===== src/assert_macros.svh =====
// Concurrent check macros; empty when SYNTHESIS is defined.
`ifndef ASSERT_MACROS_SVH
`define ASSERT_MACROS_SVH
`ifndef SYNTHESIS
`define ASSERT_IMPLY(label, clk, rst, ante, cons) \
   label: assert property (@(posedge clk) disable iff (rst) (ante) |-> (cons)) \
      else $error("same-cycle implication check failed");
`define ASSERT_NEXT(label, clk, rst, ante, cons) \
   label: assert property (@(posedge clk) disable iff (rst) (ante) |=> (cons)) \
      else $error("next-cycle implication check failed");
`else
`define ASSERT_IMPLY(label, clk, rst, ante, cons)
`define ASSERT_NEXT(label, clk, rst, ante, cons)
`endif
`endif


===== src/vbfe_pkg.sv =====
`default_nettype none
package vbfe_pkg;

   localparam int MAX_EXTENT = 64;
   localparam int COORD_W    = $clog2(MAX_EXTENT);
   localparam int ROW_ADDR_W = 2 * COORD_W;
   localparam int OCC_ROWS   = MAX_EXTENT * MAX_EXTENT;
   localparam int EXT_W      = 7;
   localparam int CFG_IDX_W  = 2;
   localparam int CORNER_W   = 8;
   localparam int SIDE_W     = 3;
   localparam int CNUM_W     = 2;
   localparam int NUM_SIDES  = 6;
   localparam int CMD_DEPTH  = 4;
   localparam int RSP_DEPTH  = 4;

   typedef logic [CFG_IDX_W-1:0] csr_idx_type;
   localparam csr_idx_type CSR_SIZE_X = 2'd0;
   localparam csr_idx_type CSR_SIZE_Y = 2'd1;
   localparam csr_idx_type CSR_SIZE_Z = 2'd2;

   localparam logic KIND_WRITE = 1'b0;
   localparam logic KIND_STEP  = 1'b1;

   typedef logic [SIDE_W-1:0] side_type;
   localparam side_type SIDE_XM = 3'd0;
   localparam side_type SIDE_XP = 3'd1;
   localparam side_type SIDE_YM = 3'd2;
   localparam side_type SIDE_YP = 3'd3;
   localparam side_type SIDE_ZM = 3'd4;
   localparam side_type SIDE_ZP = 3'd5;

   localparam logic [2:0] QUAD_CORNERS [NUM_SIDES][4] = '{
      '{3'd0, 3'd4, 3'd6, 3'd2},
      '{3'd3, 3'd7, 3'd5, 3'd1},
      '{3'd0, 3'd2, 3'd3, 3'd1},
      '{3'd5, 3'd7, 3'd6, 3'd4},
      '{3'd6, 3'd7, 3'd3, 3'd2},
      '{3'd1, 3'd5, 3'd4, 3'd0}
   };

   typedef struct packed {
      logic               kind;
      logic [COORD_W-1:0] x;
      logic [COORD_W-1:0] y;
      logic [COORD_W-1:0] z;
      logic               filled;
      logic               in_range;
      logic               x_hi;
      logic               y_hi;
      logic               z_hi;
   } cmd_type;

   typedef struct packed {
      logic signed [CORNER_W-1:0] corner_x;
      logic signed [CORNER_W-1:0] corner_y;
      logic signed [CORNER_W-1:0] corner_z;
      logic [SIDE_W-1:0]          side;
      logic [CNUM_W-1:0]          corner_number;
      logic                       last_of_run;
   } rsp_type;

   function automatic logic [EXT_W-1:0] extent(input logic [EXT_W-1:0] raw);
      if (raw == '0) begin
         return EXT_W'(1);
      end else if (raw > EXT_W'(MAX_EXTENT)) begin
         return EXT_W'(MAX_EXTENT);
      end else begin
         return raw;
      end
   endfunction

endpackage
`default_nettype wire


===== src/vbfe_front.sv =====
`default_nettype none
module vbfe_front import vbfe_pkg::*; (
   input  wire                     clock,
   input  wire                     reset,
   input  wire                     req_push,
   output logic                    req_full,
   input  wire                     req_kind,
   input  wire  [COORD_W-1:0]      req_vox_x,
   input  wire  [COORD_W-1:0]      req_vox_y,
   input  wire  [COORD_W-1:0]      req_vox_z,
   input  wire                     req_filled,
   input  wire                     csr_valid,
   output logic                    csr_ready,
   input  wire  [CFG_IDX_W-1:0]    csr_index,
   input  wire  [EXT_W-1:0]        csr_data,
   input  wire                     cmd_full,
   input  wire                     clearing,
   output logic                    cmd_push,
   output cmd_type                 cmd
);

   logic [EXT_W-1:0]   size_x_ff, size_y_ff, size_z_ff;
   logic [COORD_W-1:0] cur_x_ff, cur_y_ff, cur_z_ff;
   logic [COORD_W-1:0] cur_x_in, cur_y_in, cur_z_in;
   logic [EXT_W-1:0]   ext_x, ext_y, ext_z;
   logic [EXT_W-1:0]   nx, ny, nz;
   logic               x_hi, y_hi, z_hi, in_range;

   assign csr_ready = 1'b1;
   assign req_full  = cmd_full | clearing;
   assign cmd_push  = req_push & ~req_full;

   assign ext_x = extent(size_x_ff);
   assign ext_y = extent(size_y_ff);
   assign ext_z = extent(size_z_ff);
   assign nx    = {1'b0, cur_x_ff} + EXT_W'(1);
   assign ny    = {1'b0, cur_y_ff} + EXT_W'(1);
   assign nz    = {1'b0, cur_z_ff} + EXT_W'(1);
   assign x_hi  = nx >= ext_x;
   assign y_hi  = ny >= ext_y;
   assign z_hi  = nz >= ext_z;
   assign in_range = ({1'b0, cur_x_ff} < ext_x) && ({1'b0, cur_y_ff} < ext_y)
                     && ({1'b0, cur_z_ff} < ext_z);

   always_comb begin
      cmd.kind   = req_kind;
      cmd.filled = req_filled;
      if (req_kind == KIND_WRITE) begin
         cmd.x        = req_vox_x;
         cmd.y        = req_vox_y;
         cmd.z        = req_vox_z;
         cmd.in_range = 1'b0;
         cmd.x_hi     = 1'b0;
         cmd.y_hi     = 1'b0;
         cmd.z_hi     = 1'b0;
      end else begin
         cmd.x        = cur_x_ff;
         cmd.y        = cur_y_ff;
         cmd.z        = cur_z_ff;
         cmd.in_range = in_range;
         cmd.x_hi     = x_hi;
         cmd.y_hi     = y_hi;
         cmd.z_hi     = z_hi;
      end
   end

   // advance the raster cursor, x fastest
   always_comb begin
      cur_x_in = cur_x_ff;
      cur_y_in = cur_y_ff;
      cur_z_in = cur_z_ff;
      if (cmd_push && req_kind == KIND_STEP) begin
         if (x_hi) begin
            cur_x_in = '0;
            if (y_hi) begin
               cur_y_in = '0;
               cur_z_in = z_hi ? '0 : nz[COORD_W-1:0];
            end else begin
               cur_y_in = ny[COORD_W-1:0];
            end
         end else begin
            cur_x_in = nx[COORD_W-1:0];
         end
      end
   end

   always_ff @(posedge clock) begin
      if (reset) begin
         size_x_ff <= EXT_W'(MAX_EXTENT);
         size_y_ff <= EXT_W'(MAX_EXTENT);
         size_z_ff <= EXT_W'(MAX_EXTENT);
         cur_x_ff  <= '0;
         cur_y_ff  <= '0;
         cur_z_ff  <= '0;
      end else begin
         cur_x_ff <= cur_x_in;
         cur_y_ff <= cur_y_in;
         cur_z_ff <= cur_z_in;
         if (csr_valid && csr_ready) begin
            unique case (csr_index)
               CSR_SIZE_X: size_x_ff <= csr_data;
               CSR_SIZE_Y: size_y_ff <= csr_data;
               CSR_SIZE_Z: size_z_ff <= csr_data;
               default: ;
            endcase
         end
      end
   end

endmodule
`default_nettype wire


===== config.mk =====
export PLATFORM = sky130hd
export DESIGN_NAME = vbfe_front
export DESIGN_NICKNAME = d
export VERILOG_FILES = /design/src/assert_macros.svh /design/src/vbfe_pkg.sv /design/src/vbfe_front.sv
export SDC_FILE = /design/constraint.sdc
export NUM_CORES = 1
export LEC_CHECK = 0
export BUFFER_PORTS_ARGS = -buffer_cell sky130_fd_sc_hd__buf_2
export CAP_MARGIN = 5
export CORE_MARGIN = 1
export CORE_UTILIZATION = 50
export DETAILED_ROUTE_END_ITERATION = 16
export PLACE_DENSITY = 0.74
export SYNTH_ARGS = -nofsm -noshare
export SYNTH_HDL_FRONTEND = slang
export SYNTH_SLANG_ARGS = --single-unit
export TNS_END_PERCENT = 1

===== constraint.sdc =====
create_clock -name clock -period 3.13 [get_ports clock]
set_input_delay 0.313 -clock clock [delete_from_list [all_inputs] [get_ports clock]]
set_output_delay 0.313 -clock clock [all_outputs]
set_load 0.1 [all_outputs]

==> flow_metrics.tcl, run 1 <==
set metrics [dict create \
    drc 0 \
    yosys.area.top_type_share_pct 26.1 \
    antenna_cells 0 \
    clock_skew_ps 14.6 \
    cts_tree "built" \
    async_flop_share_pct 0 \
    start_util_pct 53.1 \
    slowest_delay_ps 360 \
    track_usage_pct 22.8 \
    netlist_area_mm2 0.00300 \
    drv_slew 0 \
    p_int_uw 819 \
    ys_warn_count 0 \
    worst-path-max-fanout 7 \
    synth_flop_cell "dfxtp_1" \
    layout_setup_ws_ps 18.2 \
    core_area_mm2 0.00564 \
    wl_per_cell_um 14.1 \
    ys_seq_elements 39 \
    outcome "finished, final reports clean" \
    die_h_um 79.4 \
    post-place-ws_ps 173 \
    ir_drop_v 0.000391 \
    slew_headroom_pct 50.9 \
    tightest_slew_ps 736 \
    cts.path.max_buffers 2 \
    vias_per_cell 5.54 \
    cts-root-buf "clkbuf_8" \
    combPwrFrac_pct 21.8 \
    power_density_mw_per_mm2 350 \
    antenna_found_initial 0 \
    cp_data_required_time_ps 2820 \
    die-area_mm2 0.00631 \
    cp_slowest_cell "dfxtp_2" \
    final_cell_mix "buf_2 (55), nor2_1 (43), ha_1 (40)" \
    clock_latency_ps 310 \
    swShare_pct 33.4 \
    fin_crit_ps 3110 \
    hold_path.class "primary input to flop" \
    rows 27 \
    endpoint_kind "primary output" \
    via_count 2652 \
    layout-drive-gt1-share_pct 26.8 \
    crit_buf_inv 1 \
    fin_nets 483 \
    first_iter_violations 115 \
    synth_nets 427 \
    globalplace.congestion 0.862 \
    cp_top_family "simple AND/OR/NAND/NOR gates" \
    firstDrtPassIters 4 \
    final_antenna_net_count 0 \
    port_buffers 58 \
    clock.fmax_ghz 0.321 \
    rsz0062_at_grt "true" \
    syn_inst 350 \
    grt_first_pass_wirelength_mm 11.2 \
    cts_max_level 2 \
    worstPathArrival_ps 2800 \
    cts_sinks 39 \
    sequentialPowerShare_pct 41.9 \
    crit_type "flop to primary output" \
    hold_violations 0 \
    syn_avg_cell_area_um2 8.56 \
    io-pin-count 62 \
    cts-buffers-inserted 5 \
    timing.hold.ws_ps 271 \
    start_kind "flop" \
    yosysTopAreaCell "dfxtp_1" \
    synth_edf_count 0 \
    die_w_um 79.4 \
    netlist_top_cells_area "dfxtp_1 (26%), ha_1 (18%), mux2_2 (7.1%)" \
    leakagePower_nw 1.58 \
    area_growth_syn_to_layout_pct 17.3 \
    crit_chain "ha_2 -> and3_4 -> and3_1 -> ha_1 -> and2_2 -> a221o_1 -> a41o_2 -> and2_1 -> buf_6" \
    fin_crit_sh_pct 99.4 \
    p_sw_uw 411 \
    finalSetupViolCount 0 \
    grt_pass1_vias 2470 \
    clk_pin_slew_worst_paths_ps 90 \
    cap_violations 0 \
    final_common_cell "buf_2" \
    grt_max_degree 40 \
    p_clk_share_pct 36.3 \
    synth_cell_types 54 \
    wirelength_mm 6.74 \
    dp_hpwl_mm 5.14 \
    synth_seq_area_share_pct 26.1 \
    overflow 0 \
]
## tightest hold or removal path, stage by stage
cell and delay [ps]:
buf_2 110, nand2_1 50, o211ai_1 80
## metrics by stage
stage,power [mW],cell area [um2],std cells,utilization (%),setup TNS [ps]
5_1_grt,1.28,3510,479,62.3,-50.3
2_1_floorplan,0.744,3000,350,-,0
4_1_cts,1.24,3500,478,62.0,0
3_5_place_dp,0.794,3360,470,59.5,0
3_3_place_gp,0.790,3360,470,59.5,0
6_report,1.23,3510,479,62.3,0
## power by group through the flow
stage	combinational, mW	clock, mW	sequential [mW]
4_1_cts	0.270	0.454	0.515
2_1_floorplan	0.221	0	0.523
5_1_grt	0.283	0.476	0.516
3_5_place_dp	0.268	0	0.526
6_report	0.268	0.447	0.515
3_3_place_gp	0.264	0	0.526
## state kept, by name, indices dropped and copies added (netlist names)
name / flops
cur_x_ff: 6
size_y_ff: 7
cur_z_ff: 6
size_x_ff: 7
size_z_ff: 7
cur_y_ff: 6
## synthesized netlist by cell type, drive strengths merged, types with 8 or more instances
library cell and number:
mux2i 21, inv 16, buf 8, nor2 43, nand2 37, mux2 20, nand3 11, o21ai 8
a21oi 25, dfxtp 39, ha 42
## worst paths after layout
kind         depth (start not counted)           end   startpoint  slack [ps]
max                                  9        cmd[2]  cur_x_ff[0]          20
min                                  3  size_x_ff[6]  csr_data[6]         270
max reg2reg                         10   cur_z_ff[5]  cur_x_ff[0]         330
min reg2reg                          2   cur_y_ff[1]  cur_y_ff[1]         500
## kinds of logic (layout without fill, tap and decap cells)
kind of cell             Yosys count  count (layout)  share of synthesized area [%]
AO/OA/AOI/OAI                     59              59                           14.3
XOR/XNOR                          12              12                           3.51
adder cells (fa/ha/maj)           42              42                           17.5
buffers and inverters             32              89                           4.43
flip-flops                        39              39                           26.1
multiplexers                      41              41                           14.5
other                              1               1                          0.125
AND/OR/NAND/NOR                  124             124                           19.5
## cell type report
class | instances | area, um2
repair buffers | 63 | 352
clock inverters | 3 | 47.5
multi-input cells | 279 | 2100
fillers | 498 | 2130
inverters | 18 | 67.6
well taps | 72 | 90.1
clock buffers | 5 | 68.8
flip-flops and latches | 39 | 788
## metal layers
layer | up-vias | track usage (%) | part of all wire, %
li1 | 1347 | - | -
met1 | 1234 | 29.2 | 47
met2 | 58 | 37.2 | 47
met3 | 13 | 3.77 | 3.7
met4 | 0 | 10.5 | 2.2
met5 | - | 0 | 0
## repair_timing
item,4_1_cts,5_1_grt
hold buffers,0,0
setup buffers,0,1
pin swaps,0,3
gates resized for setup,9,5
endpoints found under the setup margin,2,3
Power figures use the tool's default switching activity.
==> inputs of run 2 (changes only) <==
--- a/config.mk
+++ b/config.mk
@@ -10,7 +10,8 @@
 export CORE_MARGIN = 1
 export CORE_UTILIZATION = 50
 export DETAILED_ROUTE_END_ITERATION = 16
-export PLACE_DENSITY = 0.74
+export PLACE_DENSITY = 0.77
+export SETUP_SLACK_MARGIN = 0.4
 export SYNTH_ARGS = -nofsm -noshare
 export SYNTH_HDL_FRONTEND = slang
 export SYNTH_SLANG_ARGS = --single-unit
==> constraint.sdc (replaced) <==
create_clock -name clock -period 2.8 [get_ports clock]
set_input_delay 0.28 -clock clock [delete_from_list [all_inputs] [get_ports clock]]
set_output_delay 0.28 -clock clock [all_outputs]
set_load 0.1 [all_outputs]
==> run 2 against run 1 <==
Effect of this change: the flow now finishes with violations (setup timing); final cell count rose by 2.9%; core utilization up 6.9 points; global-route usage grew 1.6 points; critical path depth did not move; sequential power up 11%; largest cell class unchanged.
==> flow_metrics.tcl, run 2 (synthesis results as in run 1) <==
set metrics [dict create \
    outcome "finished, violations left" \
    violations "setup timing" \
    die_h_um 79.4 \
    rr_worst_depth 11 \
    fillers 437 \
    grt_first_pass_wirelength_mm 12.0 \
    slew_headroom_pct 49.8 \
    utilization_pct 69.2 \
    dp_hpwl_mm 5.48 \
    io-pin-count 62 \
    port_buffers 58 \
    cts-buffers-inserted 5 \
    clock_latency_ps 310 \
    fin_crit_ps 2870 \
    layout_setup_ws_ps -72.4 \
    worstHoldPathCells 3 \
    fin_crit_sh_pct 103 \
    r2r-start "cur_x_ff[0]" \
    min_from "csr_data[0]" \
    drc 0 \
    antenna_cells 0 \
    hold_path.class "primary input to flop" \
    cap_violations 0 \
    core_area_mm2 0.00564 \
    regArea_um2 815 \
    crit_type "flop to primary output" \
    cts_sinks 39 \
    worstPathArrival_ps 2590 \
    final_cell_mix "buf_2 (54), nor2_1 (37), ha_1 (37)" \
    wl_per_cell_um 15.2 \
    track_usage_pct 24.4 \
    via_count 2772 \
    worst-path-max-fanout 4 \
    globalplace.congestion 0.857 \
    leakagePower_nw 1.74 \
    first_iter_violations 116 \
    start_util_pct 53.1 \
    timing.hold.ws_ps 240 \
    cts.path.max_buffers 2 \
    start_kind "flop" \
    rsz0062_at_grt "true" \
    fin_nets 497 \
    firstDrtPassIters 4 \
    clock_skew_ps 10.8 \
    tns_ps -72.4 \
    final_antenna_net_count 0 \
    clk_pin_slew_worst_paths_ps 90 \
    grt_pass1_vias 2593 \
    wirelength_mm 7.52 \
    clock.fmax_ghz 0.348 \
    cts_max_level 2 \
    overflow 0 \
    drv_slew 0 \
    vias_per_cell 5.62 \
    finalSetupViolCount 1 \
    holdPathEnd "size_x_ff[0]" \
    cp_data_required_time_ps 2520 \
    cts_tree "built" \
    tightest_slew_ps 754 \
    area_growth_syn_to_layout_pct 30.4 \
    die_w_um 79.4 \
    die-area_mm2 0.00631 \
    ir_drop_v 0.000370 \
    layout-drive-gt1-share_pct 39.9 \
    endpoint_kind "primary output" \
    grt_max_degree 40 \
    antenna_found_initial 0 \
    r2r_end "cur_z_ff[5]" \
    final_common_cell "buf_2" \
    cts-root-buf "clkbuf_8" \
    power_density_mw_per_mm2 353 \
    top_regs "size_x_ff (7), size_y_ff (7), size_z_ff (7)" \
    rows 27 \
    multi_input_area_mm2 0.00233 \
    hold_violations 0 \
    r2r_setup_slack_ps 40 \
]
-- run 2: timing repair --
| action | in CTS | in global routing |
|---|---|---|
| setup buffers | 7 | 0 |
| gates resized for setup | 45 | 12 |
| endpoints found under the setup margin | 20 | 22 |
| hold buffers | 0 | 0 |
| pin swaps | 36 | 17 |
-- run 2: power by group --
group,switching (mW),leakage (nW),total [mW],internal [mW]
registers,0.0115,0.324,0.571,0.559
logic,0.230,1.36,0.325,0.0953
clock network,0.227,0.0600,0.484,0.258
total,0.468,1.74,1.38,0.912
-- run 2: layout make-up --
| type | count | area share, % |
|---|---|---|
| flip-flops and latches | 39 | 20.9 |
| clock buffers | 7 | 2.75 |
| clock inverters | 1 | 0.224 |
| well taps | 72 | 2.31 |
| multi-input cells | 279 | 59.6 |
| inverters | 18 | 1.76 |
| repair buffers | 77 | 12.5 |
-- run 2: through the flow --
| step | std cells | total power [mW] | cell area, um2 | worst slack [ps] |
|---|---|---|---|---|
| 6_report | 493 | 1.38 | 3910 | -72.4 |
| 5_1_grt | 493 | 1.43 | 3910 | -105 |
| 4_1_cts | 493 | 1.38 | 3870 | -38.7 |
| 3_5_place_dp | 478 | 0.897 | 3530 | 49.9 |
| 3_3_place_gp | 478 | 0.892 | 3530 | 112 |
| 2_1_floorplan | 350 | 0.833 | 3100 | 340 |
-- run 2: worst max path at each step --
stage / start / endpoint / slack (ps) / cells past startpoint
global placement: cur_x_ff[1] / cmd[2] / 110 / 9
floorplan: cur_x_ff[1] / cmd[2] / 340 / 8
CTS: cur_x_ff[0] / cmd[2] / -40 / 9
finish: cur_x_ff[0] / cmd[2] / -70 / 9
global route: cur_x_ff[0] / cmd[2] / -110 / 9
detailed placement: cur_x_ff[1] / cmd[2] / 50 / 9
-- run 2: worst max-delay path, cell delays in order, from the launching register on --
cell and delay [ps]:
dfxtp_4 370, ha_4 170, and3_4 190, xor2_1 160, ha_1 310, a21o_1 190, a221o_1 320, a41o_2 260
and2_4 170, buf_12 160
-- run 2: per-layer routing --
metal / wire, um / GRT usage, % / up-vias
li1: - / - / 1376
met1: 3340 / 30.4 / 1314
met2: 3660 / 41.9 / 67
met3: 389 / 4.57 / 15
met4: 131 / 8.36 / 0
met5: 0 / 0 / -
==> inputs of run 3 (changes only) <==
==> constraint.sdc (replaced) <==
create_clock -name clock -period 2.59 [get_ports clock]
set_input_delay 0.259 -clock clock [delete_from_list [all_inputs] [get_ports clock]]
set_output_delay 0.259 -clock clock [all_outputs]
set_load 0.1 [all_outputs]
==> run 3 against run 2 <==
Effect of this change: the run still ends with setup timing left; clock skew down 3.6 ps; register-to-register slack worse by 140 ps; final cell count up 2.0%; critical path depth unchanged; flip-flop and latch count unchanged; largest cell class unchanged; design area down 0.54%.
==> flow_metrics.tcl, run 3 (synthesis results as in run 1) <==
set metrics [dict create \
    outcome "finished, violations left" \
    violations "setup timing" \
    cts-buffers-inserted 5 \
    cts_tree "built" \
    clock.fmax_ghz 0.355 \
    globalplace.congestion 0.830 \
    overflow 0 \
    grt_first_pass_wirelength_mm 12.7 \
    dp_hpwl_mm 5.85 \
    crit_chain "ha_4 -> and3_4 -> xor2_1 -> ha_1 -> a21o_1 -> a221o_1 -> a41o_2 -> and2_4 -> buf_12" \
    final_cell_mix "buf_2 (54), nor2_1 (41), ha_1 (39)" \
    grt_max_degree 40 \
    cp_slowest_cell "dfxtp_4" \
    clock_latency_ps 300 \
    via_count 2866 \
    crit_buf_inv 1 \
    hold_violations 0 \
    cts.path.max_buffers 2 \
    r2r_setup_slack_ps -100 \
    vias_per_cell 5.70 \
    worstPathArrival_ps 2560 \
    first_iter_violations 177 \
    rsz0062_at_grt "true" \
    cts_sinks 39 \
    port_buffers 58 \
    placed_area_mm2 0.00364 \
    rows 27 \
    core_area_mm2 0.00564 \
    layout_setup_ws_ps -225 \
    ir_drop_v 0.000308 \
    area_growth_syn_to_layout_pct 29.6 \
    cp_data_required_time_ps 2330 \
    antenna_cells 0 \
    die_w_um 79.4 \
    grt_pass1_vias 2804 \
    cts_hold_buf 0 \
    antenna_found_initial 0 \
    drc 0 \
    endpoint_kind "primary output" \
    start_util_pct 53.1 \
    hold_path.class "primary input to flop" \
    final_antenna_net_count 0 \
    worst-path-max-fanout 4 \
    slowest_delay_ps 370 \
    cts-root-buf "clkbuf_8" \
    wirelength_mm 7.80 \
    power_density_mw_per_mm2 377 \
    io-pin-count 62 \
    tightest_slew_ps 779 \
    fin_crit_ps 2820 \
    cap_violations 0 \
    cts_max_level 2 \
    firstDrtPassIters 4 \
    fillers 454 \
    drv_slew 0 \
    final_common_cell "buf_2" \
    fin_nets 507 \
    start_kind "flop" \
    cp_top_family "compound AO/OA/AOI/OAI gates" \
    timing.hold.ws_ps 239 \
    top_regs "size_x_ff (7), size_y_ff (7), size_z_ff (7)" \
    die_h_um 79.4 \
    crit_type "flop to primary output" \
    track_usage_pct 25.8 \
    fin_crit_sh_pct 109 \
    clock_skew_ps 7.15 \
    leakagePower_nw 1.75 \
    finalSetupViolCount 12 \
    wl_per_cell_um 15.5 \
    layout-drive-gt1-share_pct 36.2 \
    die-area_mm2 0.00631 \
    clk_pin_slew_worst_paths_ps 80 \
    slew_headroom_pct 48.0 \
    tns_ps -898 \
    stdcell_area_mm2 0.00388 \
]
run 3: final cells by class:
cell class,instances,area (um2),area share [%]
multi-input combinational,279,2240,57.6
sequential,39,802,20.6
timing repair buffer,87,576,14.8
clock buffer,6,93.8,2.42
tap,72,90.1,2.32
inverter,18,70.1,1.80
clock inverter,2,13.8,0.354
run 3: repair_timing:
item | in CTS | in global routing
setup buffers | 2 | 0
setup endpoints to repair | 22 | 22
pin swaps | 12 | 5
hold endpoints to repair | 0 | 0
resized for setup | 24 | 9
run 3: worst paths after layout:
kind | startpoint | end | depth (start not counted)
setup / recovery | cur_x_ff[1] | cmd[2] | 9
hold / removal | csr_data[0] | size_z_ff[0] | 3
setup reg to reg | cur_x_ff[1] | cur_z_ff[5] | 11
hold reg to reg | cur_y_ff[1] | cur_y_ff[1] | 2
run 3: power by group:
group	switching (mW)	internal [mW]	total (mW)
clock network	0.240	0.248	0.488
logic	0.251	0.105	0.357
registers	0.0107	0.608	0.618
run 3: stage by stage:
step / cells / setup WS, ps / util, % / power [mW]
after floorplan: 350 / 151 / - / 0.901
after global placement: 493 / 36.9 / 64.5 / 0.970
after detailed placement: 493 / -32.2 / 64.5 / 0.977
after CTS: 503 / -184 / 68.1 / 1.46
after global routing: 503 / -293 / 68.9 / 1.51
final: 503 / -225 / 68.9 / 1.46
run 3: worst register-to-register path, delay by kind of cell, from the launching register on:
kind | cells | cell delay [ps]
muxes | 1 | 360
adders and majority gates | 2 | 460
buffers and inverters | 1 | 150
xor gates and xnor gates | 1 | 140
and+or+nand+nor | 3 | 380
DFF | 1 | 370
AOI/OAI and AO/OA | 3 | 760
run 3: routing by layer:
| layer | share of wire, % | track usage, % |
|---|---|---|
| met1 | 43 | 31.5 |
| met2 | 50 | 45.5 |
| met3 | 4.6 | 3.54 |
| met4 | 2.0 | 9.64 |
| met5 | 0 | 0 |
